==> src/sv/mfek_pkg.sv <==
// shared types and constants for the edmonds-karp max flow block
package mfek_pkg;

  localparam int NODES = 64;
  localparam int NODE_W = 6;
  localparam int ADDR_W = 12;
  localparam int RES_W = 32;
  localparam int FLOW_W = 32;
  localparam logic [RES_W-1:0] PATH_CAP = RES_W'(1000000);
  localparam logic [RES_W-1:0] RES_MAX = {RES_W{1'b1}};
  localparam logic [FLOW_W-1:0] FLOW_MAX = {FLOW_W{1'b1}};

  typedef enum logic [2:0] {
    CMD_NONE = 3'd0,
    CMD_LOAD = 3'd1,
    CMD_INIT = 3'd2,
    CMD_BFS = 3'd3,
    CMD_AUG = 3'd4,
    CMD_CLEAR = 3'd5,
    CMD_BOOT = 3'd6
  } cmd_t;

  typedef struct packed {
    cmd_t cmd;
  } ctl_t;

  typedef struct packed {
    logic done;
    logic found;
  } sts_t;

endpackage

==> src/sv/mfek_ctrl.sv <==
// controller state machine for the max flow block
module mfek_ctrl (
  input  logic          clk,
  input  logic          rst_n,
  input  logic          start,
  input  logic          in_func,
  input  mfek_pkg::sts_t sts,
  output mfek_pkg::ctl_t ctl,
  output logic          busy,
  output logic          out_strobe
);

  typedef enum logic [5:0] {
    ST_BOOT  = 6'b000001,
    ST_IDLE  = 6'b000010,
    ST_BFS   = 6'b000100,
    ST_AUG   = 6'b001000,
    ST_CLEAR = 6'b010000,
    ST_EMIT  = 6'b100000
  } state_t;

  state_t state_r, state_nxt;

  always_ff @(posedge clk) begin
    if (!rst_n) state_r <= ST_BOOT;
    else state_r <= state_nxt;
  end

  always_comb begin
    state_nxt = state_r;
    ctl.cmd = mfek_pkg::CMD_NONE;
    case (state_r)
      ST_BOOT: begin
        ctl.cmd = mfek_pkg::CMD_BOOT;
        if (sts.done) state_nxt = ST_IDLE;
      end
      ST_IDLE: begin
        if (start) begin
          if (in_func) begin
            ctl.cmd = mfek_pkg::CMD_INIT;
            state_nxt = ST_BFS;
          end else begin
            ctl.cmd = mfek_pkg::CMD_LOAD;
          end
        end
      end
      ST_BFS: begin
        ctl.cmd = mfek_pkg::CMD_BFS;
        if (sts.done) state_nxt = sts.found ? ST_AUG : ST_CLEAR;
      end
      ST_AUG: begin
        ctl.cmd = mfek_pkg::CMD_AUG;
        if (sts.done) state_nxt = ST_BFS;
      end
      ST_CLEAR: begin
        ctl.cmd = mfek_pkg::CMD_CLEAR;
        if (sts.done) state_nxt = ST_EMIT;
      end
      ST_EMIT: state_nxt = ST_IDLE;
      default: state_nxt = ST_BOOT;
    endcase
  end

  assign busy = (state_r != ST_IDLE);
  assign out_strobe = (state_r == ST_EMIT);

endmodule

==> config.mk <==
export PLATFORM = sky130hd
export DESIGN_NAME = mfek_ctrl
export DESIGN_NICKNAME = d
export VERILOG_FILES = /design/src/sv/mfek_pkg.sv /design/src/sv/mfek_ctrl.sv
export SDC_FILE = /design/constraint.sdc
export NUM_CORES = 1
export LEC_CHECK = 0
export BUFFER_PORTS_ARGS = -buffer_cell sky130_fd_sc_hd__clkbuf_2
export CAP_MARGIN = 0
export CORE_AREA = 2 2 39 41
export CTS_CLUSTER_DIAMETER = 200
export DETAILED_ROUTE_END_ITERATION = 8
export DIE_AREA = 0 0 41 43
export PLACE_DENSITY_LB_ADDON = 0.08
export SLEW_MARGIN = 20
export SYNTH_ARGS = -nofsm -noshare
export SYNTH_HDL_FRONTEND = slang
export SYNTH_SLANG_ARGS = --single-unit
==> constraint.sdc <==
create_clock -name clk -period 1.3 [get_ports clk]
set_input_delay 0.065 -clock clk [delete_from_list [all_inputs] [get_ports clk]]
set_output_delay 0.065 -clock clk [all_outputs]
set_load 0.005 [all_outputs]
==> metrics, run 1 <==
Placed Instances=81; max incr delay on CP=360 ps; count leader, synth=nor2_1; routed wire length per instance=13.59 um; Largest Register=state_r; adder-cell area share of the yosys netlist=0; GRT overflow=0; CP Buf/Inv Count=1; CTS Root Cell=clkbuf_4; max-cap viol count=0; post-synthesis register bit count=6; proportion of synthesized area in mux cells=0.04638; Crit path depth=4; Cell Area, Synth=431.7 um2; slowest CP cell=dfxtp_4; largest family of logic cells by synthesized area=simple AND/OR/NAND/NOR gates; Worst Setup End Kind=output port; fin worst setup slack=-183.0 ps; clock skew=0.5930 ps; routed vias=486; worst r2r src=state_r[2]; Mean Syn Cell Area=8.633 um2; commonest cells in the netlist=nor2_1, dfxtp_1, nand2_1; GRT Util Overall=0.1606; final WL=1291 um; global-route wire length before repair=1904 um; final hold violation count=0; critical setup path kind=reg -> out; Yosys top cell area share=0.2783; H-tree depth=1; largest net degree at the start of global routing=9; Distinct cells, synth=26; Syn-to-layout area delta=72.17%; IO Count=11; area of the multi-input gates=342.8 um2; routability cong.=0.7373; EDFF count, synth=0; DP HPWL=805.4 um; CTS Buf Count=3; Synth Area in Simple Gates=0.3884; Net Count, Synth=56; Nets=87; Critical Path Start=state_r[2]; Largest regs=state_r (6); Register Area=140.1 um2; ANT nets after route=0; Initial Utilization=0.3119; Worst-Margin Slew=316.2 ps; Max Slew Vio Count=0; Worst-path clk slew=40 ps; r2r setup slk=-160 ps; count of input and output buffers=10; Mapped Cells=50; Ys Warns=0; CP cell instances=or2_4 > and4bb_2 > a311o_1 > clkbuf_2; cell count of the worst reg-to-reg path=5; Pwr Density=1091 nW/um2; share of cells above drive strength 1=0.6962; initial DRC count=7; Worst EP arrival=1420 ps; CTS tree=built; vias in the first global route=452; Tcrit/Tclk final=1.141; max FFs per register=6; initial antenna violation count=0; fillcell total=133; # DRC=0; xor-xnor portion of the synthesized cell area=0.04058; Top delay family on crit path=simple AND/OR/NAND/NOR gates; antenna cell count=0; non-filler cells, final=95; ys async rst share=0; RSZ-0062 raised after global routing=yes; Peak VDD IR=0.001014 V; crit path time final=1483 ps; DR vias/cell=5.116; CTS Hold Buffers Added=0; Synth Flop Type=dfxtp_1; RR Endpoint=state_r[2]; LEAKAGE=0.3372 nW; fmax=674.3 MHz; Setup crit end=ctl[1]; post-synth top area cell=dfxtp_1; Skew-Pair Late Insertion Delay=250 ps; Setup violations, final=10; status=finished with violations; core area=1384 um2; Hold Path Class=in -> reg; Die Footprint=1763 um2; Max clock buf depth=2; Critical Path RT=1240 ps; register area share after synthesis=0.2783; Compound-Gate Fraction of Synth Area=0.1855; DIE WIDTH=41 um; Clock Sinks=6; failing checks=negative setup slack; synth top area cells=dfxtp_1, and4bb_2, nor2_1, mux2i_1, nand2_1; CP Launch Type=flip-flop; critical path fanouts, max=5; Final Power=0.8110 mW; max_slew headroom=0.7890; first-pass detailed-route iteration total=4; die height=43 um; num rows=14
-- cells by family after synthesis --
group | Yosys count
xor gates and xnor gates | 2
muxes | 2
buffers and inverters | 4
DFF | 6
AOI/OAI and AO/OA | 9
and+or+nand+nor | 27
-- repair_timing --
item                                    4_1_cts  5_1_grt
endpoints found under the setup margin       11       11
pin swaps                                     5        8
endpoints found under the hold margin         0        0
cloned                                        0        0
setup buffers                                 6        5
gates resized for setup                      20       11
-- metrics by stage --
stage                     utilization  setup slack [ps]  hold slack (ps)  setup TNS (ps)  instance area, um2
final                          0.5371            -183.0            61.49           -1358               743.2
after global routing           0.5371            -238.7            78.73           -1823               743.2
after CTS                      0.4873            -173.2            63.63          -930.4               674.4
after detailed placement       0.3978            -142.0            336.4          -854.8               550.5
after global placement         0.3978            -125.7            346.6          -798.7               550.5
after floorplan                     -            -3.159            206.9          -8.499               446.7
-- report_power, final --
group | switching (mW) | internal (mW) | total [mW]
combinational | 0.156 | 0.240 | 0.396
sequential | 0.0316 | 0.209 | 0.241
clock | 0.0699 | 0.105 | 0.174
total | 0.258 | 0.553 | 0.811
-- worst min path at each step --
stage / from / to / slack (ps) / depth (start not counted)
final: sts[0] / state_r[3] / 60 / 3
after CTS: sts[0] / state_r[3] / 60 / 3
after global placement: sts[0] / state_r[3] / 350 / 3
after detailed placement: sts[0] / state_r[3] / 340 / 3
after floorplan: rst_n / state_r[2] / 210 / 1
after global routing: sts[0] / state_r[3] / 80 / 3
-- worst min-delay path, cell delays in order --
cell	delay (ps)
clkbuf_2	90
nand3_1	60
mux2i_1	60
-- per-layer routing --
metal | GRT usage | part of all wire | routed length (um) | vias to the layer above
met2 | 0.2688 | 0.53 | 688 | 16
met4 | 0.08000 | 0.022 | 29 | 0
met3 | 0.03141 | 0.055 | 71 | 4
li1 | - | - | - | 248
met1 | 0.1801 | 0.39 | 502 | 218
met5 | 0 | 0 | 0 | -
-- layout by cell type (no fill, tap or decap), types with 3 or more instances in the layout --
cell type   n
nor2_1      5
buf_6       6
clkbuf_2    7
nand2_1     5
buf_4      13
dfxtp_4     5
clkbuf_4    3
and4bb_2    3
-- layout make-up --
type | instances | share of cell area
Multi-Input combinational cell | 40 | 0.4613
Clock buffer | 3 | 0.03030
Sequential cell | 6 | 0.1886
Tap cell | 16 | 0.02694
Inverter | 2 | 0.01010
Timing Repair Buffer | 28 | 0.2828
No activity file was read; power rests on OpenSTA's default activity.
==> run 2: changes to the inputs <==
PLACE_DENSITY = 0.59   (was default)
PLACE_DENSITY_LB_ADDON = default   (was 0.08)
==> metrics, run 2 (synthesized netlist as in run 1, its figures left out) <==
Placed Instances=82 (was 81); antenna cell count=0 (unchanged); Hold Path Class=in -> reg (unchanged); clock skew=13.82 ps (was 0.5930 ps); CP Launch Type=flip-flop (unchanged); LEAKAGE=0.3349 nW (was 0.3372 nW); CP cell instances=buf_6 > nor2_2 > and4b_2 > a311o_1 > clkbuf_2 (was or2_4 > and4bb_2 > a311o_1 > clkbuf_2); largest net degree at the start of global routing=9 (unchanged); IO Count=11 (unchanged); routability cong.=0.8330 (was 0.7373); Clock Sinks=6 (unchanged); vias in the first global route=481 (was 452); post-route design area=742.0 um2 (was 743.2 um2); Crit path depth=5 (was 4); cell count of the worst reg-to-reg path=5 (unchanged); fin worst setup slack=-171.8 ps (was -183.0 ps); commonest cells after routing, fill and taps aside=buf_4, clkbuf_2, nand2_1, buf_6 (was buf_4, clkbuf_2, buf_6); die height=43 um (unchanged); CP Buf/Inv Count=2 (was 1); final hold violation count=0 (unchanged); fmax=679.4 MHz (was 674.3 MHz); slowest CP cell=dfxtp_2 (was dfxtp_4); initial antenna violation count=0 (unchanged); DIE WIDTH=41 um (unchanged); fillcell total=120 (was 133); share of cells above drive strength 1=0.7051 (was 0.6962); Place WS=-169.7 ps (was -142.0 ps); first-pass detailed-route iteration total=4 (unchanged); commonest non-fill, non-tap cell in the layout=buf_4 (unchanged); Critical Path RT=1240 ps (about the same); Max clock buf depth=2 (unchanged); max FFs per register=6 (unchanged); DP HPWL=803.2 um (was 805.4 um); num rows=14 (unchanged); max-cap viol count=0 (unchanged); crit path time final=1472 ps (was 1483 ps); Top delay family on crit path=flip-flops (was simple AND/OR/NAND/NOR gates); RSZ-0062 raised after global routing=yes (unchanged); Register Area=137.6 um2 (was 140.1 um2); setup TNS=-1152 ps (was -1358 ps); final WL=1238 um (was 1291 um); failing checks=negative setup slack (unchanged); Die Footprint=1763 um2 (unchanged); global-route wire length before repair=2007 um (was 1904 um); non-filler cells, final=94 (was 95); Peak VDD IR=0.0008044 V (was 0.001014 V); Syn-to-layout area delta=71.88% (was 72.17%); max_slew headroom=0.7641 (was 0.7890); CTS Buf Count=3 (unchanged); CTS tree=built (unchanged); GRT Util Overall=0.1648 (was 0.1606); DR vias/cell=5.213 (was 5.116); Largest regs=state_r (6) (unchanged); area of the multi-input gates=355.3 um2 (was 342.8 um2); Final Power=0.8138 mW (was 0.8110 mW); Nets=86 (was 87); final core utilization=0.5362 (was 0.5371); count of input and output buffers=10 (unchanged); ANT nets after route=0 (unchanged); Initial Utilization=0.3119 (unchanged); Tcrit/Tclk final=1.132 (was 1.141); Worst-Margin Slew=353.2 ps (was 316.2 ps); critical path fanouts, max=4 (was 5); Worst EP arrival=1410 ps (was 1420 ps); routed vias=490 (was 486); Worst-path clk slew=50 ps (was 40 ps); initial DRC count=6 (was 7); Largest Register=state_r (unchanged); Skew-Pair Late Insertion Delay=250 ps (about the same); Max Slew Vio Count=0 (unchanged); routed wire length per instance=13.17 um (was 13.59 um); # DRC=0 (unchanged); Worst Setup End Kind=output port (unchanged); status=finished with violations (unchanged); max incr delay on CP=360 ps (about the same); Post-DP Area=558.0 um2 (was 550.5 um2); critical setup path kind=reg -> out (unchanged); hold depth=3 (unchanged); worst hold slack=58.43 ps (was 61.49 ps); Setup violations, final=9 (was 10); CTS Root Cell=clkbuf_4 (unchanged); H-tree depth=1 (unchanged); core area=1384 um2 (unchanged); GRT overflow=0 (unchanged); Pwr Density=1097 nW/um2 (was 1091 nW/um2)
-- run 2: routing by layer --
metal | vias up | global-route usage | share of wire
li1 | 244 | - | -
met1 | 227 | 0.2194 | 0.41
met2 | 19 | 0.2438 | 0.52
met3 | 0 | 0.06806 | 0.061
met4 | 0 | 0.03333 | 0
met5 | - | 0 | 0
-- run 2: path summary, 6_finish.rpt --
check | startpoint | to | slack, ps
max | state_r[5] | ctl[1] | -170
min | sts[0] | state_r[3] | 60
max reg2reg | state_r[2] | state_r[2] | -140
min reg2reg | state_r[4] | state_r[4] | 520
-- run 2: tightest hold or removal path, stage by stage --
cell      delay (ps)
clkbuf_2          90
nand3_1           60
mux2i_1           60
-- run 2: repair_timing --
item / CTS / global route
hold buffers: 0 / 0
setup buffers: 5 / 5
resized for setup: 24 / 7
pin swaps: 6 / 7
setup endpoints to repair: 11 / 11
endpoints found under the hold margin: 0 / 0
-- run 2: layout make-up --
| type | instances | share of cell area |
|---|---|---|
| clock buffer | 3 | 0.03035 |
| inverter | 2 | 0.01012 |
| multi-input combinational | 40 | 0.4789 |
| sequential | 6 | 0.1855 |
| tap | 16 | 0.02698 |
| timing repair buffer | 27 | 0.2681 |
-- run 2: power breakdown --
| group | leakage, nW | total [mW] | internal [mW] | switching (mW) |
|---|---|---|---|---|
| sequential | 0.0521 | 0.244 | 0.207 | 0.0378 |
| combinational | 0.269 | 0.394 | 0.240 | 0.154 |
| clock | 0.0138 | 0.175 | 0.105 | 0.0705 |
==> run 3: changes to the inputs <==
ABC_AREA = 0   (was default)
CELL_PAD_IN_SITES_DETAIL_PLACEMENT = 1   (was default)
CELL_PAD_IN_SITES_GLOBAL_PLACEMENT = 2   (was default)
CORE_AREA = default   (was 2 2 39 41)
CORE_MARGIN = 2   (was default)
CORE_UTILIZATION = 25   (was default)
DIE_AREA = default   (was 0 0 41 43)
PLACE_DENSITY = default   (was 0.59)
PLACE_DENSITY_LB_ADDON = 0.1   (was default)
==> metrics, run 3 (synthesized netlist as in run 1, its figures left out) <==
Tcrit/Tclk final=1.134 (was 1.132); GRT overflow=0 (unchanged); M1 wire length=601 um (was 511 um); initial DRC count=0 (was 6); Worst-path clk slew=50 ps (about the same); final hold violation count=0 (unchanged); critical path fanouts, max=7 (was 4); Setup violations, final=10 (was 9); core area=1670 um2 (was 1384 um2); CTS tree=built (unchanged); max incr delay on CP=420 ps (was 360 ps); num rows=15 (was 14); global-route wire length before repair=2111 um (was 2007 um); critical setup path kind=reg -> out (unchanged); Post-DP Area=544.3 um2 (was 558.0 um2); clock skew=5.598 ps (was 13.82 ps); Largest regs=state_r (6) (unchanged); routability cong.=0.7493 (was 0.8330); GRT Util Overall=0.1478 (was 0.1648); max_slew headroom=0.8071 (was 0.7641); DP HPWL=977.1 um (was 803.2 um); Worst EP arrival=1410 ps (about the same); cell count of the worst reg-to-reg path=5 (unchanged); crit path time final=1475 ps (was 1472 ps); LEAKAGE=0.3286 nW (was 0.3349 nW); commonest non-fill, non-tap cell in the layout=buf_4 (unchanged); post-route design area=737.0 um2 (was 742.0 um2); H-tree depth=1 (unchanged); fillcell total=198 (was 120); highest metal used=met4 (was met3); RSZ-0062 raised after global routing=yes (unchanged); metal2 WL=726 um (was 649 um); largest net degree at the start of global routing=8 (was 9); Hold Path Class=in -> reg (unchanged); share of cells above drive strength 1=0.7013 (was 0.7051); hold depth=3 (unchanged); Worst-Margin Slew=288.8 ps (was 353.2 ps); RR Endpoint=state_r[2] (unchanged); Initial Utilization=0.2584 (was 0.3119); internal power=0.5572 mW (was 0.5515 mW); initial antenna violation count=0 (unchanged); CTS Root Cell=clkbuf_4 (unchanged); CP Launch Type=flip-flop (unchanged); first-pass detailed-route iteration total=1 (was 4); Peak VDD IR=0.0005338 V (was 0.0008044 V); # DRC=0 (unchanged); final core utilization=0.4412 (was 0.5362); area of the multi-input gates=374.1 um2 (was 355.3 um2); Die Footprint=2075 um2 (was 1763 um2); HP Start=sts[0] (unchanged); status=finished with violations (unchanged); DIE WIDTH=45.56 um (was 41 um); Critical Path RT=1240 ps (about the same); final WL=1392 um (was 1238 um); power share of the sequential group=0.281 (was 0.300); Pwr Density=1110 nW/um2 (was 1097 nW/um2); Nets=85 (was 86); Clock Sinks=6 (unchanged); Register Area=137.6 um2 (unchanged); max FFs per register=6 (unchanged); fmax=678.1 MHz (was 679.4 MHz); DR vias/cell=5.245 (was 5.213); max-cap viol count=0 (unchanged); Clk pwr share=0.224 (was 0.215); vias in the first global route=469 (was 481); Max clock buf depth=2 (unchanged); Worst Setup End Kind=output port (unchanged); r2r setup slk=-150 ps (was -140 ps); Net Switching=0.2609 mW (was 0.2623 mW); routed wire length per instance=14.81 um (was 13.17 um); antenna cell count=0 (unchanged); CTS Hold Buffers Added=0 (unchanged); die height=45.56 um (was 43 um); fin worst setup slack=-174.7 ps (was -171.8 ps); Hold Path End=state_r[3] (unchanged); DR WL met3=38 um (was 76 um); Skew-Pair Late Insertion Delay=250 ps (about the same); ANT nets after route=0 (unchanged); IO Count=11 (unchanged); Gate power share=0.495 (was 0.484); switch share=0.3189 (was 0.3223); setup TNS=-955.9 ps (was -1152 ps); Place WS=-150.5 ps (was -169.7 ps); Final Power=0.8181 mW (was 0.8138 mW); routed vias=493 (was 490); Syn-to-layout area delta=70.72% (was 71.88%); worst r2r src=state_r[0] (was state_r[2]); CTS Buf Count=3 (unchanged); count of input and output buffers=10 (unchanged); CP cell instances=nor2_4 > and4bb_2 > a311o_1 > clkbuf_2 (was buf_6 > nor2_2 > and4b_2 > a311o_1 > clkbuf_2); Largest Register=state_r (unchanged); commonest cells after routing, fill and taps aside=buf_4, clkbuf_2, nand2_1, nor2_1, dfxtp_4 (was buf_4, clkbuf_2, nand2_1, buf_6); failing checks=negative setup slack (unchanged); slowest CP cell=dfxtp_4 (was dfxtp_2); Max Slew Vio Count=0 (unchanged)
[run 3: cell count changes in the layout (fill, tap and decap cells not counted), sizes merged]
cell and change:
buf -2, clkbuf +1
[run 3: layout make-up]
class | instances | area share
Sequential cell | 6 | 0.1868
Clock buffer | 3 | 0.03056
Tap cell | 17 | 0.02886
Inverter | 2 | 0.01019
Multi-Input combinational cell | 40 | 0.5076
Timing Repair Buffer | 26 | 0.2360
[run 3: stage by stage]
step	cells	hold slack (ps)
2_1_floorplan	50	206.9
3_3_place_gp	81	325.6
5_1_grt	94	64.42
3_5_place_dp	81	328.1
4_1_cts	91	47.90
6_report	94	48.31
[run 3: repair_timing]
action	4_1_cts	5_1_grt
pin swaps	4	4
setup endpoints to repair	11	11
setup buffers	7	3
cloned	0	0
resized for setup	16	12
[run 3: power by group through the flow]
stage / clock, mW / sequential, mW / combinational, mW
CTS: 0.183 / 0.231 / 0.350
global placement: 0 / 0.242 / 0.282
floorplan: 0 / 0.231 / 0.195
detailed placement: 0 / 0.240 / 0.280
global route: 0.192 / 0.234 / 0.439
finish: 0.183 / 0.230 / 0.405
[run 3: critical path, delay by kind of cell, from the launching register on]
kind | cells | cell delay, ps
AND/OR/NAND/NOR | 2 | 310
buffers and inverters | 1 | 110
AO/OA/AOI/OAI | 1 | 310
flip-flops | 1 | 420
[run 3: how the worst max path moves through the flow]
stage | endpoint | slack [ps] | from | cells after the start
after floorplan | state_r[3] | -3 | state_r[3] | 5
after global placement | state_r[4] | -150 | state_r[3] | 4
after detailed placement | state_r[4] | -150 | state_r[3] | 4
after global routing | ctl[1] | -240 | state_r[3] | 4
after CTS | ctl[1] | -180 | state_r[0] | 4
final | ctl[1] | -170 | state_r[3] | 4
[run 3: metal layers]
layer  track usage  vias to the layer above
met5             0                        -
met4       0.08824                        0
met3       0.02381                        2
met2        0.2507                       11
met1        0.1718                      237
li1              -                      243
